--- src/hw/rtl/assert_macros.svh ---
// Assertion macros used by the top RTL file of the sine tone generator.
`ifndef ASSERT_MACROS_SVH
`define ASSERT_MACROS_SVH

`ifndef SYNTHESIS

// Property must hold at every rising clock edge outside reset.
`define DCSTG_ASSERT_ALWAYS(label, clk, rst, prop, msg) \
   label: assert property (@(posedge clk) disable iff (rst) (prop)) else $error(msg);

// Whenever the antecedent is true, the consequent must hold in the same cycle.
`define DCSTG_ASSERT_IMPLY(label, clk, rst, ante, cons, msg) \
   label: assert property (@(posedge clk) disable iff (rst) (ante) |-> (cons)) else $error(msg);

`else

`define DCSTG_ASSERT_ALWAYS(label, clk, rst, prop, msg)
`define DCSTG_ASSERT_IMPLY(label, clk, rst, ante, cons, msg)

`endif

`endif

--- src/hw/rtl/dcstg_pkg.sv ---
// Shared types and constants of the sine tone generator.
package dcstg_pkg;

   // Fixed field widths.
   localparam int ACC_W     = 18;
   localparam int BUF_W     = 13;
   localparam int SAMPLE_W  = 16;
   localparam int CSR_IDX_W = 2;

   // Shared divider and multiplier widths.
   localparam int DIV_W     = 32;
   localparam int DIV_CNT_W = 6;
   localparam int MUL_W     = 32;

   // Taylor series: number of correction terms and counter width.
   localparam int TERMS = 9;
   localparam int K_W   = 4;
   localparam int SUM_W = 34;

   // Fixed-point constants in Q2.30, and the sample full scale.
   localparam logic [30:0] HALF_PI_Q30 = 31'd1686629713;
   localparam logic [30:0] ONE_Q30     = 31'h4000_0000;
   localparam logic [15:0] FULL_SCALE  = 16'h7FFF;

   // Register indexes of the configuration port.
   localparam logic [CSR_IDX_W-1:0] CSR_FREQUENCY      = 2'd0;
   localparam logic [CSR_IDX_W-1:0] CSR_SAMPLE_RATE    = 2'd1;
   localparam logic [CSR_IDX_W-1:0] CSR_BUFFER_SAMPLES = 2'd2;

   // Reset values of the configuration registers.
   localparam logic [ACC_W-1:0] FREQUENCY_RST      = 18'd1000;
   localparam logic [ACC_W-1:0] SAMPLE_RATE_RST    = 18'd48000;
   localparam logic [BUF_W-1:0] BUFFER_SAMPLES_RST = 13'd4096;

   // Request to the shared divider.
   typedef struct packed {
      logic                 start;
      logic [ACC_W-1:0]     init_rem;
      logic [DIV_W-1:0]     numer;
      logic [ACC_W-1:0]     divisor;
      logic [DIV_CNT_W-1:0] steps;
   } div_req_type;

   // Status and results of the shared divider.
   typedef struct packed {
      logic             busy;
      logic [DIV_W-1:0] quot;
      logic [ACC_W-1:0] rem;
   } div_rsp_type;

   // Division by (2k)(2k+1) as a multiply: shift out the power of two, multiply by
   // the rounded-up reciprocal of the odd part, then drop the fraction bits.
   typedef struct packed {
      logic [2:0]       pre_shift;
      logic [5:0]       post_shift;
      logic [MUL_W-1:0] factor;
   } recip_type;

   // Exact for every dividend below 2^32, since the shifted dividend has 31 bits.
   function automatic recip_type taylor_recip(input logic [K_W-1:0] k);
      recip_type r;
      unique case (k)
         4'd1:    r = '{3'd1, 6'd33, MUL_W'((64'd1 << 33) / 64'd3 + 64'd1)};
         4'd2:    r = '{3'd2, 6'd34, MUL_W'((64'd1 << 34) / 64'd5 + 64'd1)};
         4'd3:    r = '{3'd1, 6'd36, MUL_W'((64'd1 << 36) / 64'd21 + 64'd1)};
         4'd4:    r = '{3'd3, 6'd35, MUL_W'((64'd1 << 35) / 64'd9 + 64'd1)};
         4'd5:    r = '{3'd1, 6'd37, MUL_W'((64'd1 << 37) / 64'd55 + 64'd1)};
         4'd6:    r = '{3'd2, 6'd37, MUL_W'((64'd1 << 37) / 64'd39 + 64'd1)};
         4'd7:    r = '{3'd1, 6'd38, MUL_W'((64'd1 << 38) / 64'd105 + 64'd1)};
         4'd8:    r = '{3'd4, 6'd36, MUL_W'((64'd1 << 36) / 64'd17 + 64'd1)};
         4'd9:    r = '{3'd1, 6'd39, MUL_W'((64'd1 << 39) / 64'd171 + 64'd1)};
         default: r = '0;
      endcase
      return r;
   endfunction

endpackage

--- src/hw/rtl/dual_channel_sine_tone_generator.sv ---
// Per item: reduce the stored phase modulo the rate, divide out the phase fraction, run the
// Taylor series (skipped when the phase falls on a multiple of a quarter wave), then reduce
// the frequency modulo the rate. A new item is taken only once the last one has left ST_DONE;
// the shared restoring divider (one bit per cycle) serves both modulo steps and the phase fraction.
// A finished item waits in the output register; a later item waits in ST_DONE until that one is taken.
// Reset (synchronous, active high) restores the register defaults and zeroes phase and index.
module dual_channel_sine_tone_generator import dcstg_pkg::*; #(
   parameter int MAX_BUFFER_FRAMES = 4096,
   parameter int PHASE_BITS        = 16
) (
   input  logic                  clock,
   input  logic                  reset,
   // Input items
   input  logic                  req_valid,
   output logic                  req_ready,
   input  logic                  req_restart,
   // Result items
   output logic                  rsp_valid,
   input  logic                  rsp_ready,
   output logic signed [15:0]    rsp_left_sample,
   output logic signed [15:0]    rsp_right_sample,
   output logic                  rsp_last_of_buffer,
   // Configuration writes
   input  logic                  csr_valid,
   output logic                  csr_ready,
   input  logic [CSR_IDX_W-1:0]  csr_index,
   input  logic [ACC_W-1:0]      csr_data
);

`include "assert_macros.svh"

   localparam int IDX_W = (MAX_BUFFER_FRAMES > 1) ? $clog2(MAX_BUFFER_FRAMES) : 1;
   localparam int N_W   = $clog2(MAX_BUFFER_FRAMES + 1);
   localparam int A_W   = PHASE_BITS - 1;
   localparam int REM_W = PHASE_BITS - 2;
   localparam logic [A_W-1:0] QUARTER = {1'b1, {REM_W{1'b0}}};

   typedef enum logic [11:0] {
      ST_IDLE   = 12'b0000_0000_0001,
      ST_ACCMOD = 12'b0000_0000_0010,
      ST_PHASE  = 12'b0000_0000_0100,
      ST_XSQ    = 12'b0000_0000_1000,
      ST_X2     = 12'b0000_0001_0000,
      ST_TDIV   = 12'b0000_0010_0000,
      ST_TWAIT  = 12'b0000_0100_0000,
      ST_CLAMP  = 12'b0000_1000_0000,
      ST_MAG    = 12'b0001_0000_0000,
      ST_FREQ   = 12'b0010_0000_0000,
      ST_FWAIT  = 12'b0100_0000_0000,
      ST_DONE   = 12'b1000_0000_0000
   } state_type;

   state_type state_ff, state_in;

   // Configuration registers.
   logic [ACC_W-1:0] freq_ff;
   logic [ACC_W-1:0] rate_ff;
   logic [BUF_W-1:0] bufs_ff;

   // Tone state and per-item working registers.
   logic [IDX_W-1:0]      idx_ff, idx_in;
   logic [ACC_W-1:0]      acc_ff, acc_in;
   logic [ACC_W-1:0]      acc_mod_ff, acc_mod_in;
   logic [1:0]            quad_ff, quad_in;
   logic [MUL_W-1:0]      x_ff, x_in;
   logic [MUL_W-1:0]      x2_ff, x2_in;
   logic signed [SUM_W-1:0] sum_ff, sum_in;
   logic [K_W-1:0]        k_ff, k_in;
   logic [SAMPLE_W-1:0]   mag_ff, mag_in;

   // Output register.
   logic                  rsp_valid_ff, rsp_valid_in;
   logic [SAMPLE_W-1:0]   sample_ff, sample_in;
   logic                  last_ff, last_in;

   // Shared units.
   div_req_type           div_req;
   div_rsp_type           div_rsp;
   logic [MUL_W-1:0]      mul_a, mul_b;
   logic [2*MUL_W-1:0]    prod;

   // Derived values.
   logic [ACC_W-1:0]      rate_eff;
   logic [N_W-1:0]        n_eff;
   logic [N_W-1:0]        idx_ext;
   logic [N_W-1:0]        idx_next_ext;
   logic                  new_buffer;
   logic [ACC_W-1:0]      acc_cur;
   logic [PHASE_BITS-1:0] phase;
   logic [1:0]            phase_quad;
   logic [A_W-1:0]        quarter_idx;
   logic [MUL_W-1:0]      x_val;
   logic [MUL_W-1:0]      prod_q30;
   recip_type             recip;
   logic [MUL_W-1:0]      term_q;
   logic signed [SUM_W-1:0] term_s;
   logic [30:0]           sum_clamped;
   logic [ACC_W:0]        acc_sum;
   logic [ACC_W:0]        acc_wrap;
   logic                  out_free;

   dcstg_div u_div (
      .clock   (clock),
      .reset   (reset),
      .div_req (div_req),
      .div_rsp (div_rsp)
   );

   dcstg_mul u_mul (
      .clock (clock),
      .mul_a (mul_a),
      .mul_b (mul_b),
      .prod  (prod)
   );

   // Effective rate and buffer length after the out-of-range rules.
   assign rate_eff = (rate_ff == '0) ? ACC_W'(1) : rate_ff;

   always_comb begin
      if (bufs_ff == '0) begin
         n_eff = N_W'(1);
      end else if (32'(bufs_ff) > 32'(MAX_BUFFER_FRAMES)) begin
         n_eff = N_W'(MAX_BUFFER_FRAMES);
      end else begin
         n_eff = N_W'(bufs_ff);
      end
   end

   // Frame index tests, and the phase that the item starts from.
   assign idx_ext      = N_W'(idx_ff);
   assign idx_next_ext = idx_ext + N_W'(1);
   assign new_buffer   = req_restart || (idx_ext >= n_eff);
   assign acc_cur      = new_buffer ? '0 : acc_ff;

   // Phase word split into quadrant and mirrored quarter-wave index.
   assign phase       = div_rsp.quot[PHASE_BITS-1:0];
   assign phase_quad  = phase[PHASE_BITS-1:PHASE_BITS-2];
   assign quarter_idx = phase_quad[0] ? (QUARTER - {1'b0, phase[REM_W-1:0]})
                                      : {1'b0, phase[REM_W-1:0]};

   // Product taps for the Q2.30 datapath.
   assign x_val    = prod[REM_W +: MUL_W];
   assign prod_q30 = prod[30 +: MUL_W];

   // Taylor term quotient taken from the reciprocal product.
   assign recip  = taylor_recip(k_ff);
   assign term_q = MUL_W'(prod >> recip.post_shift);
   assign term_s = $signed({2'b00, term_q});

   // Clamp the series sum to the range zero to one.
   always_comb begin
      if (sum_ff[SUM_W-1]) begin
         sum_clamped = '0;
      end else if (sum_ff > $signed(SUM_W'(ONE_Q30))) begin
         sum_clamped = ONE_Q30;
      end else begin
         sum_clamped = sum_ff[30:0];
      end
   end

   // Next accumulator: add the reduced frequency and wrap once at the rate.
   assign acc_sum  = {1'b0, acc_mod_ff} + {1'b0, div_rsp.rem};
   assign acc_wrap = (acc_sum >= {1'b0, rate_eff}) ? (acc_sum - {1'b0, rate_eff}) : acc_sum;

   assign out_free = !rsp_valid_ff || rsp_ready;

   // Sequencer: drives the shared divider and multiplier step by step.
   always_comb begin
      state_in     = state_ff;
      idx_in       = idx_ff;
      acc_in       = acc_ff;
      acc_mod_in   = acc_mod_ff;
      quad_in      = quad_ff;
      x_in         = x_ff;
      x2_in        = x2_ff;
      sum_in       = sum_ff;
      k_in         = k_ff;
      mag_in       = mag_ff;
      rsp_valid_in = rsp_valid_ff && !rsp_ready;
      sample_in    = sample_ff;
      last_in      = last_ff;
      div_req      = '0;
      mul_a        = '0;
      mul_b        = '0;
      unique case (state_ff)
         ST_IDLE: begin
            if (req_valid) begin
               if (new_buffer) begin
                  idx_in = '0;
                  acc_in = '0;
               end
               // Reduce a stale accumulator modulo the rate.
               div_req.start    = 1'b1;
               div_req.init_rem = '0;
               div_req.numer    = {acc_cur, {(DIV_W-ACC_W){1'b0}}};
               div_req.divisor  = rate_eff;
               div_req.steps    = DIV_CNT_W'(ACC_W);
               state_in         = ST_ACCMOD;
            end
         end
         ST_ACCMOD: begin
            if (!div_rsp.busy) begin
               // Phase fraction acc * 2^PHASE_BITS / rate.
               acc_mod_in       = div_rsp.rem;
               div_req.start    = 1'b1;
               div_req.init_rem = div_rsp.rem;
               div_req.numer    = '0;
               div_req.divisor  = rate_eff;
               div_req.steps    = DIV_CNT_W'(PHASE_BITS);
               state_in         = ST_PHASE;
            end
         end
         ST_PHASE: begin
            if (!div_rsp.busy) begin
               quad_in = phase_quad;
               if (quarter_idx == '0) begin
                  mag_in   = '0;
                  state_in = ST_FREQ;
               end else if (quarter_idx == QUARTER) begin
                  mag_in   = FULL_SCALE;
                  state_in = ST_FREQ;
               end else begin
                  mul_a    = MUL_W'(HALF_PI_Q30);
                  mul_b    = MUL_W'(quarter_idx);
                  state_in = ST_XSQ;
               end
            end
         end
         ST_XSQ: begin
            // Angle x in Q2.30; start the series with x and square it.
            x_in     = x_val;
            sum_in   = $signed(SUM_W'(x_val));
            mul_a    = x_val;
            mul_b    = x_val;
            state_in = ST_XSQ == state_ff ? ST_X2 : ST_X2;
         end
         ST_X2: begin
            x2_in    = prod_q30;
            mul_a    = x_ff;
            mul_b    = prod_q30;
            k_in     = K_W'(1);
            state_in = ST_TDIV;
         end
         ST_TDIV: begin
            // Divide the term product by (2k)(2k+1) through its reciprocal.
            mul_a    = prod_q30 >> recip.pre_shift;
            mul_b    = recip.factor;
            state_in = ST_TWAIT;
         end
         ST_TWAIT: begin
            // Odd terms subtract, even terms add.
            sum_in = k_ff[0] ? (sum_ff - term_s) : (sum_ff + term_s);
            if (k_ff == K_W'(TERMS)) begin
               state_in = ST_CLAMP;
            end else begin
               k_in     = k_ff + K_W'(1);
               mul_a    = term_q;
               mul_b    = x2_ff;
               state_in = ST_TDIV;
            end
         end
         ST_CLAMP: begin
            mul_a    = MUL_W'(sum_clamped);
            mul_b    = MUL_W'(FULL_SCALE);
            state_in = ST_MAG;
         end
         ST_MAG: begin
            mag_in   = prod[30 +: SAMPLE_W];
            state_in = ST_FREQ;
         end
         ST_FREQ: begin
            // Phase step: frequency modulo the rate.
            div_req.start    = 1'b1;
            div_req.init_rem = '0;
            div_req.numer    = {freq_ff, {(DIV_W-ACC_W){1'b0}}};
            div_req.divisor  = rate_eff;
            div_req.steps    = DIV_CNT_W'(ACC_W);
            state_in         = ST_FWAIT;
         end
         ST_FWAIT: begin
            if (!div_rsp.busy) begin
               state_in = ST_DONE;
            end
         end
         ST_DONE: begin
            if (out_free) begin
               rsp_valid_in = 1'b1;
               sample_in    = quad_ff[1] ? (~mag_ff + SAMPLE_W'(1)) : mag_ff;
               last_in      = (idx_ext == (n_eff - N_W'(1)));
               if (idx_next_ext >= n_eff) begin
                  idx_in = '0;
                  acc_in = '0;
               end else begin
                  idx_in = IDX_W'(idx_next_ext);
                  acc_in = acc_wrap[ACC_W-1:0];
               end
               state_in = ST_IDLE;
            end
         end
         default: begin
            state_in = ST_IDLE;
         end
      endcase
   end

   // Control registers.
   always_ff @(posedge clock) begin
      if (reset) begin
         state_ff     <= ST_IDLE;
         idx_ff       <= '0;
         acc_ff       <= '0;
         k_ff         <= '0;
         rsp_valid_ff <= 1'b0;
         freq_ff      <= FREQUENCY_RST;
         rate_ff      <= SAMPLE_RATE_RST;
         bufs_ff      <= BUFFER_SAMPLES_RST;
      end else begin
         state_ff     <= state_in;
         idx_ff       <= idx_in;
         acc_ff       <= acc_in;
         k_ff         <= k_in;
         rsp_valid_ff <= rsp_valid_in;
         if (csr_valid) begin
            unique case (csr_index)
               CSR_FREQUENCY:      freq_ff <= csr_data;
               CSR_SAMPLE_RATE:    rate_ff <= csr_data;
               CSR_BUFFER_SAMPLES: bufs_ff <= csr_data[BUF_W-1:0];
               default: begin
               end
            endcase
         end
      end
   end

   // Payload registers.
   always_ff @(posedge clock) begin
      acc_mod_ff <= acc_mod_in;
      quad_ff    <= quad_in;
      x_ff       <= x_in;
      x2_ff      <= x2_in;
      sum_ff     <= sum_in;
      mag_ff     <= mag_in;
      sample_ff  <= sample_in;
      last_ff    <= last_in;
   end

   assign req_ready          = (state_ff == ST_IDLE);
   assign csr_ready          = 1'b1;
   assign rsp_valid          = rsp_valid_ff;
   assign rsp_left_sample    = $signed(sample_ff);
   assign rsp_right_sample   = $signed(sample_ff);
   assign rsp_last_of_buffer = last_ff;

   // The divider is only started when it has finished the previous job.
   `DCSTG_ASSERT_IMPLY(a_div_start_idle, clock, reset, div_req.start, !div_rsp.busy, "divider restarted while busy")
   // The reduced accumulator stays below the rate for the phase step.
   `DCSTG_ASSERT_IMPLY(a_acc_below_rate, clock, reset, state_ff == ST_DONE, acc_mod_ff < rate_eff, "reduced accumulator not below rate")
   // Taylor term counter stays within the series.
   `DCSTG_ASSERT_IMPLY(a_term_range, clock, reset, state_ff == ST_TDIV || state_ff == ST_TWAIT, k_ff >= K_W'(1) && k_ff <= K_W'(TERMS), "Taylor term counter out of range")
   // A result never reaches negative full scale.
   `DCSTG_ASSERT_IMPLY(a_sample_range, clock, reset, rsp_valid, rsp_left_sample != 16'sh8000, "sample outside symmetric range")

endmodule

--- src/hw/rtl/dcstg_div.sv ---
// Iterative restoring divider, one quotient bit per cycle.
module dcstg_div import dcstg_pkg::*; (
   input  logic        clock,
   input  logic        reset,
   input  div_req_type div_req,
   output div_rsp_type div_rsp
);

   logic                 busy_ff;
   logic [DIV_CNT_W-1:0] cnt_ff;
   logic [ACC_W-1:0]     rem_ff;
   logic [DIV_W-1:0]     num_ff;
   logic [ACC_W-1:0]     den_ff;

   logic [ACC_W:0] trial;
   logic [ACC_W:0] diff;
   logic           fits;

   // Shift the next dividend bit into the partial remainder and try a subtract.
   assign trial = {rem_ff, num_ff[DIV_W-1]};
   assign fits  = trial >= {1'b0, den_ff};
   assign diff  = trial - {1'b0, den_ff};

   // Control: step counter and busy flag.
   always_ff @(posedge clock) begin
      if (reset) begin
         busy_ff <= 1'b0;
         cnt_ff  <= '0;
      end else if (div_req.start) begin
         busy_ff <= 1'b1;
         cnt_ff  <= div_req.steps;
      end else if (busy_ff) begin
         cnt_ff <= cnt_ff - DIV_CNT_W'(1);
         if (cnt_ff == DIV_CNT_W'(1)) begin
            busy_ff <= 1'b0;
         end
      end
   end

   // Datapath: remainder and quotient shift register.
   always_ff @(posedge clock) begin
      if (div_req.start) begin
         rem_ff <= div_req.init_rem;
         num_ff <= div_req.numer;
         den_ff <= div_req.divisor;
      end else if (busy_ff) begin
         rem_ff <= fits ? diff[ACC_W-1:0] : trial[ACC_W-1:0];
         num_ff <= {num_ff[DIV_W-2:0], fits};
      end
   end

   assign div_rsp.busy = busy_ff;
   assign div_rsp.quot = num_ff;
   assign div_rsp.rem  = rem_ff;

endmodule

--- src/hw/rtl/dcstg_mul.sv ---
// Shared unsigned multiplier with a registered product.
module dcstg_mul import dcstg_pkg::*; (
   input  logic                 clock,
   input  logic [MUL_W-1:0]     mul_a,
   input  logic [MUL_W-1:0]     mul_b,
   output logic [2*MUL_W-1:0]   prod
);

   logic [2*MUL_W-1:0] prod_ff;

   // One product per cycle, available the cycle after the operands.
   always_ff @(posedge clock) begin
      prod_ff <= mul_a * mul_b;
   end

   assign prod = prod_ff;

endmodule

--- config.mk ---
export PLATFORM = sky130hd
export DESIGN_NAME = dual_channel_sine_tone_generator
export DESIGN_NICKNAME = d
export VERILOG_FILES = /design/src/hw/rtl/dcstg_pkg.sv /design/src/hw/rtl/dual_channel_sine_tone_generator.sv /design/src/hw/rtl/dcstg_div.sv /design/src/hw/rtl/dcstg_mul.sv
export VERILOG_INCLUDE_DIRS = /design/src /design/src/hw/rtl
export SDC_FILE = /design/constraint.sdc
export NUM_CORES = 2
export LEC_CHECK = 0
export BUFFER_PORTS_ARGS = -buffer_cell sky130_fd_sc_hd__buf_2
export CELL_PAD_IN_SITES_DETAIL_PLACEMENT = 1
export CELL_PAD_IN_SITES_GLOBAL_PLACEMENT = 1
export CORE_ASPECT_RATIO = 1.4
export CORE_MARGIN = 2
export CORE_UTILIZATION = 45
export CTS_CLUSTER_DIAMETER = 200
export CTS_CLUSTER_SIZE = 10
export DETAILED_ROUTE_END_ITERATION = 8
export HOLD_SLACK_MARGIN = 0.1
export PLACE_DENSITY = 0.84
export SLEW_MARGIN = 0
export SYNTH_ARGS = -nofsm -noshare
export SYNTH_HDL_FRONTEND = slang
export SYNTH_SLANG_ARGS = --single-unit
export TNS_END_PERCENT = 20
--- constraint.sdc ---
create_clock -name clock -period 14.1 [get_ports clock]
set_input_delay 2.82 -clock clock [delete_from_list [all_inputs] [get_ports clock]]
set_output_delay 2.82 -clock clock [all_outputs]
set_load 0.03 [all_outputs]
==> flow_results.xml <==
<?xml version="1.0" encoding="UTF-8"?>
<metrics>
  <group name="sta">
    <metric name="max_slew.worst_pin.slew" unit="ps">1257</metric>
    <metric name="layout_min_cycle_time" unit="ps">12810</metric>
    <metric name="fmaxAchievable" unit="MHz">78.05</metric>
    <metric name="setup_repair_after_global_routing_missed_its_margin" unit="">no</metric>
    <metric name="final-setup-viol-count" unit="">0</metric>
    <metric name="timing.slew.headroom" unit="">0.1404</metric>
    <metric name="clock_skew" unit="ps">55.28</metric>
    <metric name="timing.final.crit_share" unit="">0.9087</metric>
    <metric name="finalHoldViolCount" unit="">0</metric>
    <metric name="fin_tns_setup" unit="ps">0</metric>
    <metric name="report.final.slew_viol_count" unit="">0</metric>
  </group>
  <group name="finish">
    <metric name="finish.cell_count_without_fillers" unit="">8168</metric>
    <metric name="num-nets-final" unit="">7710</metric>
    <metric name="area_delta_synth_final" unit="%">6.437</metric>
    <metric name="area.sequential" unit="mm2">0.01062</metric>
    <metric name="final_layout_size_suffix_gt1_frac" unit="">0.06861</metric>
    <metric name="multi_input_comb_area" unit="mm2">0.04300</metric>
    <metric name="final.fill_count" unit="">15070</metric>
  </group>
  <group name="worst_setup_path">
    <metric name="crit_path_frequent_cell" unit="">fa_1</metric>
    <metric name="worst_setup_path_start_kind" unit="">flop</metric>
    <metric name="criticalPathCategory" unit="">reg -&gt; reg</metric>
    <metric name="endpoint_kind" unit="">flop</metric>
    <metric name="reg2regPathDepth" unit="">33</metric>
    <metric name="crit-reg2reg-capture" unit="">u_mul.prod[62]</metric>
    <metric name="cp_max_fo" unit="">21</metric>
    <metric name="cp_slowest_cell" unit="">and2_0</metric>
    <metric name="worstReg2RegStart" unit="">u_div.num_ff[6]</metric>
    <metric name="cp.arrival" unit="ps">13300</metric>
    <metric name="required" unit="ps">14580</metric>
    <metric name="reg2reg_slack" unit="ps">1290</metric>
    <metric name="crit_path_max_incr_delay" unit="ps">960</metric>
  </group>
  <group name="cts">
    <metric name="cts_max_path_buffers" unit="">3</metric>
    <metric name="clk_root_buffer_cell" unit="">clkbuf_16</metric>
    <metric name="cts_made_buffers" unit="">48</metric>
    <metric name="number_of_clock_sinks" unit="">421</metric>
    <metric name="clk_transition_reported_paths" unit="ps">60</metric>
    <metric name="postCtsHoldBufs" unit="">0</metric>
    <metric name="clock_tree_from_tritoncts" unit="">yes</metric>
    <metric name="cts-resized-gates" unit="">0</metric>
    <metric name="htree_num_levels" unit="">2</metric>
    <metric name="worst_skew_pair.late_latency" unit="ps">650</metric>
    <metric name="post_cts.repair.setup_buffers" unit="">0</metric>
  </group>
  <group name="detailed_routing">
    <metric name="avgRoutedWirePerCell" unit="um">26.96</metric>
    <metric name="detail_route.iter0.violations" unit="">3546</metric>
    <metric name="postRouteWirelength" unit="um">220200</metric>
    <metric name="route.detailed.vias_per_inst" unit="">6.046</metric>
    <metric name="drcViolationCount" unit="">0</metric>
    <metric name="antenna_violating_nets_post_route" unit="">0</metric>
    <metric name="drtPass1Iterations" unit="">7</metric>
    <metric name="vias" unit="">49380</metric>
  </group>
  <group name="synth">
    <metric name="synthTopCellsByArea" unit="">fa_1 31%, edfxtp_1 11%, ha_1 8.4%</metric>
    <metric name="synth_cells" unit="">6509</metric>
    <metric name="ys_types" unit="">90</metric>
    <metric name="number_of_synthesized_flops_with_an_enable_pin" unit="">218</metric>
    <metric name="cell_accounting_for_the_most_synthesized_area" unit="">fa_1</metric>
    <metric name="yosys_warnings" unit="">0</metric>
    <metric name="syn_area_per_cell" unit="um2">9.018</metric>
    <metric name="synth_simple_gate_area_frac" unit="">0.1524</metric>
    <metric name="synth_xor_xnor_area_share" unit="">0.03313</metric>
    <metric name="syn-cell-area" unit="mm2">0.05870</metric>
    <metric name="synthArstFlopShare" unit="">0</metric>
    <metric name="synth_compound_gate_area_share" unit="">0.1068</metric>
    <metric name="share_of_the_synthesized_area_in_the_top_cell_type" unit="">0.3070</metric>
    <metric name="post_synthesis_adder_cell_area_fraction" unit="">0.3907</metric>
    <metric name="post_synth_mux_area_share" unit="">0.04408</metric>
    <metric name="main_combinational_cell_family_by_area_after_synthesis" unit="">adder cells</metric>
    <metric name="synth.yosys.seq_area_share" unit="">0.1808</metric>
    <metric name="ys_seq_elements" unit="">421</metric>
    <metric name="mappedNetlistNets" unit="">7828</metric>
    <metric name="synth-main-ff-cell" unit="">edfxtp_1</metric>
  </group>
  <group name="floorplan">
    <metric name="row_count" unit="">156</metric>
    <metric name="core_region_area" unit="mm2">0.1292</metric>
    <metric name="design.die.area" unit="mm2">0.1334</metric>
    <metric name="dieHeight" unit="um">431.3</metric>
    <metric name="boundaryPins" unit="">62</metric>
    <metric name="start_util" unit="">0.4543</metric>
    <metric name="fp.dieW" unit="um">309.2</metric>
  </group>
  <group name="pwr">
    <metric name="pwr_cell_area" unit="mW/mm2">73.10</metric>
    <metric name="comb_power_share" unit="">0.400</metric>
    <metric name="power.clock.fraction" unit="">0.263</metric>
    <metric name="power.ir.vdd_worst" unit="mV">0.1394</metric>
    <metric name="leakagePower" unit="nW">28.30</metric>
    <metric name="p_int" unit="mW">2.778</metric>
    <metric name="power.sequential.fraction" unit="">0.337</metric>
    <metric name="power_switching" unit="mW">1.789</metric>
    <metric name="power_switching_share" unit="">0.3917</metric>
  </group>
  <group name="grt">
    <metric name="antenna_found_initial" unit="">4</metric>
    <metric name="grt_pass1_wl" unit="um">333800</metric>
    <metric name="grt-ovfl-total" unit="">0</metric>
    <metric name="grt_start_max_net_pins" unit="">82</metric>
    <metric name="first_global_vias" unit="">55760</metric>
    <metric name="groute.usage.overall" unit="">0.3332</metric>
  </group>
  <group name="worst_hold_path">
    <metric name="cell_depth_of_the_worst_min_delay_path" unit="">2</metric>
    <metric name="hold_path.class" unit="">reg -&gt; reg</metric>
    <metric name="hold_start" unit="">acc_ff[15]</metric>
    <metric name="timing.hold.worst_endpoint" unit="">acc_ff[15]</metric>
  </group>
  <group name="run">
    <metric name="cap_viol_max_count" unit="">0</metric>
  </group>
  <group name="place">
    <metric name="finalWeightedCongestion" unit="">1.017</metric>
    <metric name="place_inst" unit="">8079</metric>
    <metric name="detailedPlacementHpwl" unit="um">175400</metric>
    <metric name="port-buffer-count" unit="">60</metric>
  </group>
  <group name="run_status">
    <metric name="status" unit="">completed</metric>
  </group>
</metrics>
-- per-stage QoR --
step	utilization	instance area, um2	total power [mW]	setup WS [ps]	hold WS (ps)
6_report	0.4835	62480	4.567	1287	455.3
4_1_cts	0.4835	62470	4.568	1586	455.1
3_3_place_gp	0.4725	61060	3.274	1396	441.1
3_5_place_dp	0.4726	61060	3.354	1603	447.7
2_1_floorplan	-	58700	2.810	3812	423.7
5_1_grt	0.4835	62470	4.782	905.9	478.0
-- layer usage --
layer / wire length, um / share of wire / global-route usage / vias up
met3: 14550 / 0.066 / 0.04743 / 964
met1: 74470 / 0.34 / 0.3572 / 25320
li1: - / - / - / 20760
met2: 110600 / 0.50 / 0.5874 / 2335
met4: 20600 / 0.094 / 0.2592 / 0
met5: 0 / 0 / 0 / -
-- power by group through the flow --
stage                     clock [mW]  sequential [mW]  combinational, mW
after floorplan                    0             1.51               1.30
after global placement             0             1.56               1.72
after detailed placement           0             1.56               1.79
after CTS                       1.21             1.54               1.81
after global routing            1.25             1.55               1.98
final                           1.20             1.54               1.83
-- area by class of cell --
class / count / area share
Clock inverter: 3 / 0.0007810
Sequential cell: 421 / 0.1699
Inverter: 1023 / 0.06146
Clock buffer: 84 / 0.02173
Tap cell: 1738 / 0.03481
Multi-Input combinational cell: 4688 / 0.6883
Antenna cell: 2 / 0.00008011
Timing Repair Buffer: 209 / 0.02291
-- how the worst max path moves through the flow --
stage	from	to	slack (ps)	cells after the start
4_1_cts	u_div.num_ff[6]	u_mul.prod[62]	1590	33
2_1_floorplan	state_ff[4]	u_mul.prod[61]	3810	33
3_3_place_gp	u_div.num_ff[5]	u_mul.prod[62]	1400	31
6_report	u_div.num_ff[6]	u_mul.prod[62]	1290	33
5_1_grt	u_div.num_ff[5]	u_mul.prod[62]	910	33
3_5_place_dp	u_div.num_ff[5]	u_mul.prod[62]	1600	33
-- Yosys cell counts (15+ instances only) --
master,instances
a211oi_1,34
fa_1,900
nor2_1,709
o21ai_0,175
buf_1,31
nand3_1,51
o211ai_1,22
a21o_1,97
o21ai_1,20
buf_2,47
a21oi_1,269
nor4_1,26
and3_1,34
ha_1,393
inv_1,1019
and2_1,55
or3_1,22
nand2_1,901
a222oi_1,15
nor3_1,47
mux4_2,75
nand3b_1,28
nand4_1,29
a22oi_1,30
buf_4,20
dfxtp_1,203
nand2b_1,45
mux2_2,21
nor2b_1,44
a221oi_1,47
o21bai_1,26
or2_2,20
o21a_1,26
a22o_1,32
mux2i_1,65
a221o_1,28
xnor2_1,130
clkbuf_1,277
xor2_1,92
a31oi_1,17
edfxtp_1,218
-- kinds of logic after synthesis --
kind of cell / count (synthesis)
muxes: 162
other: 1
buffers and inverters: 1400
DFF: 421
AOI/OAI and AO/OA: 945
xor gates and xnor gates: 222
adders and majority gates: 1293
and+or+nand+nor: 2065
-- cells in the final DEF (no fill, tap or decap), types with 29 or more instances in the layout --
| master | count |
|---|---|
| a211oi_1 | 30 |
| a21o_1 | 97 |
| a21oi_1 | 267 |
| a221oi_1 | 35 |
| a22o_1 | 32 |
| a22oi_1 | 30 |
| and2_1 | 55 |
| and3_1 | 33 |
| buf_2 | 60 |
| buf_4 | 148 |
| clkbuf_1 | 35 |
| clkbuf_16 | 49 |
| dfxtp_1 | 201 |
| edfxtp_1 | 218 |
| fa_1 | 900 |
| ha_1 | 393 |
| inv_1 | 1019 |
| mux2i_1 | 65 |
| mux4_2 | 75 |
| nand2_1 | 901 |
| nand2b_1 | 45 |
| nand3_1 | 51 |
| nand4_1 | 29 |
| nor2_1 | 708 |
| nor2b_1 | 41 |
| nor3_1 | 47 |
| o21ai_0 | 172 |
| xnor2_1 | 130 |
| xor2_1 | 92 |
-- state kept, by name, indices dropped and copies added, names as in the netlist, 6 cells and up --
signal	flops
u_div.cnt_ff	6
mag_ff	16
sum_ff	34
u_div.den_ff	18
acc_ff	18
rsp_left_sample	16
acc_mod_ff	18
x_ff	32
u_mul.prod	64
u_div.rem_ff	18
bufs_ff	13
state_ff	12
freq_ff	18
recip	36
rate_ff	18
idx_ff	12
x2_ff	32
u_div.num_ff	32
-- critical path, delay by kind of cell, from the launching register on --
| kind | cells | cell delay, ps |
|---|---|---|
| XOR/XNOR | 2 | 410 |
| flip-flops | 1 | 440 |
| AO/OA/AOI/OAI | 9 | 3040 |
| adder cells (fa/ha/maj) | 9 | 4380 |
| buffers and inverters | 5 | 580 |
| AND/OR/NAND/NOR | 8 | 3820 |
(Power assumes the default switching activity.)
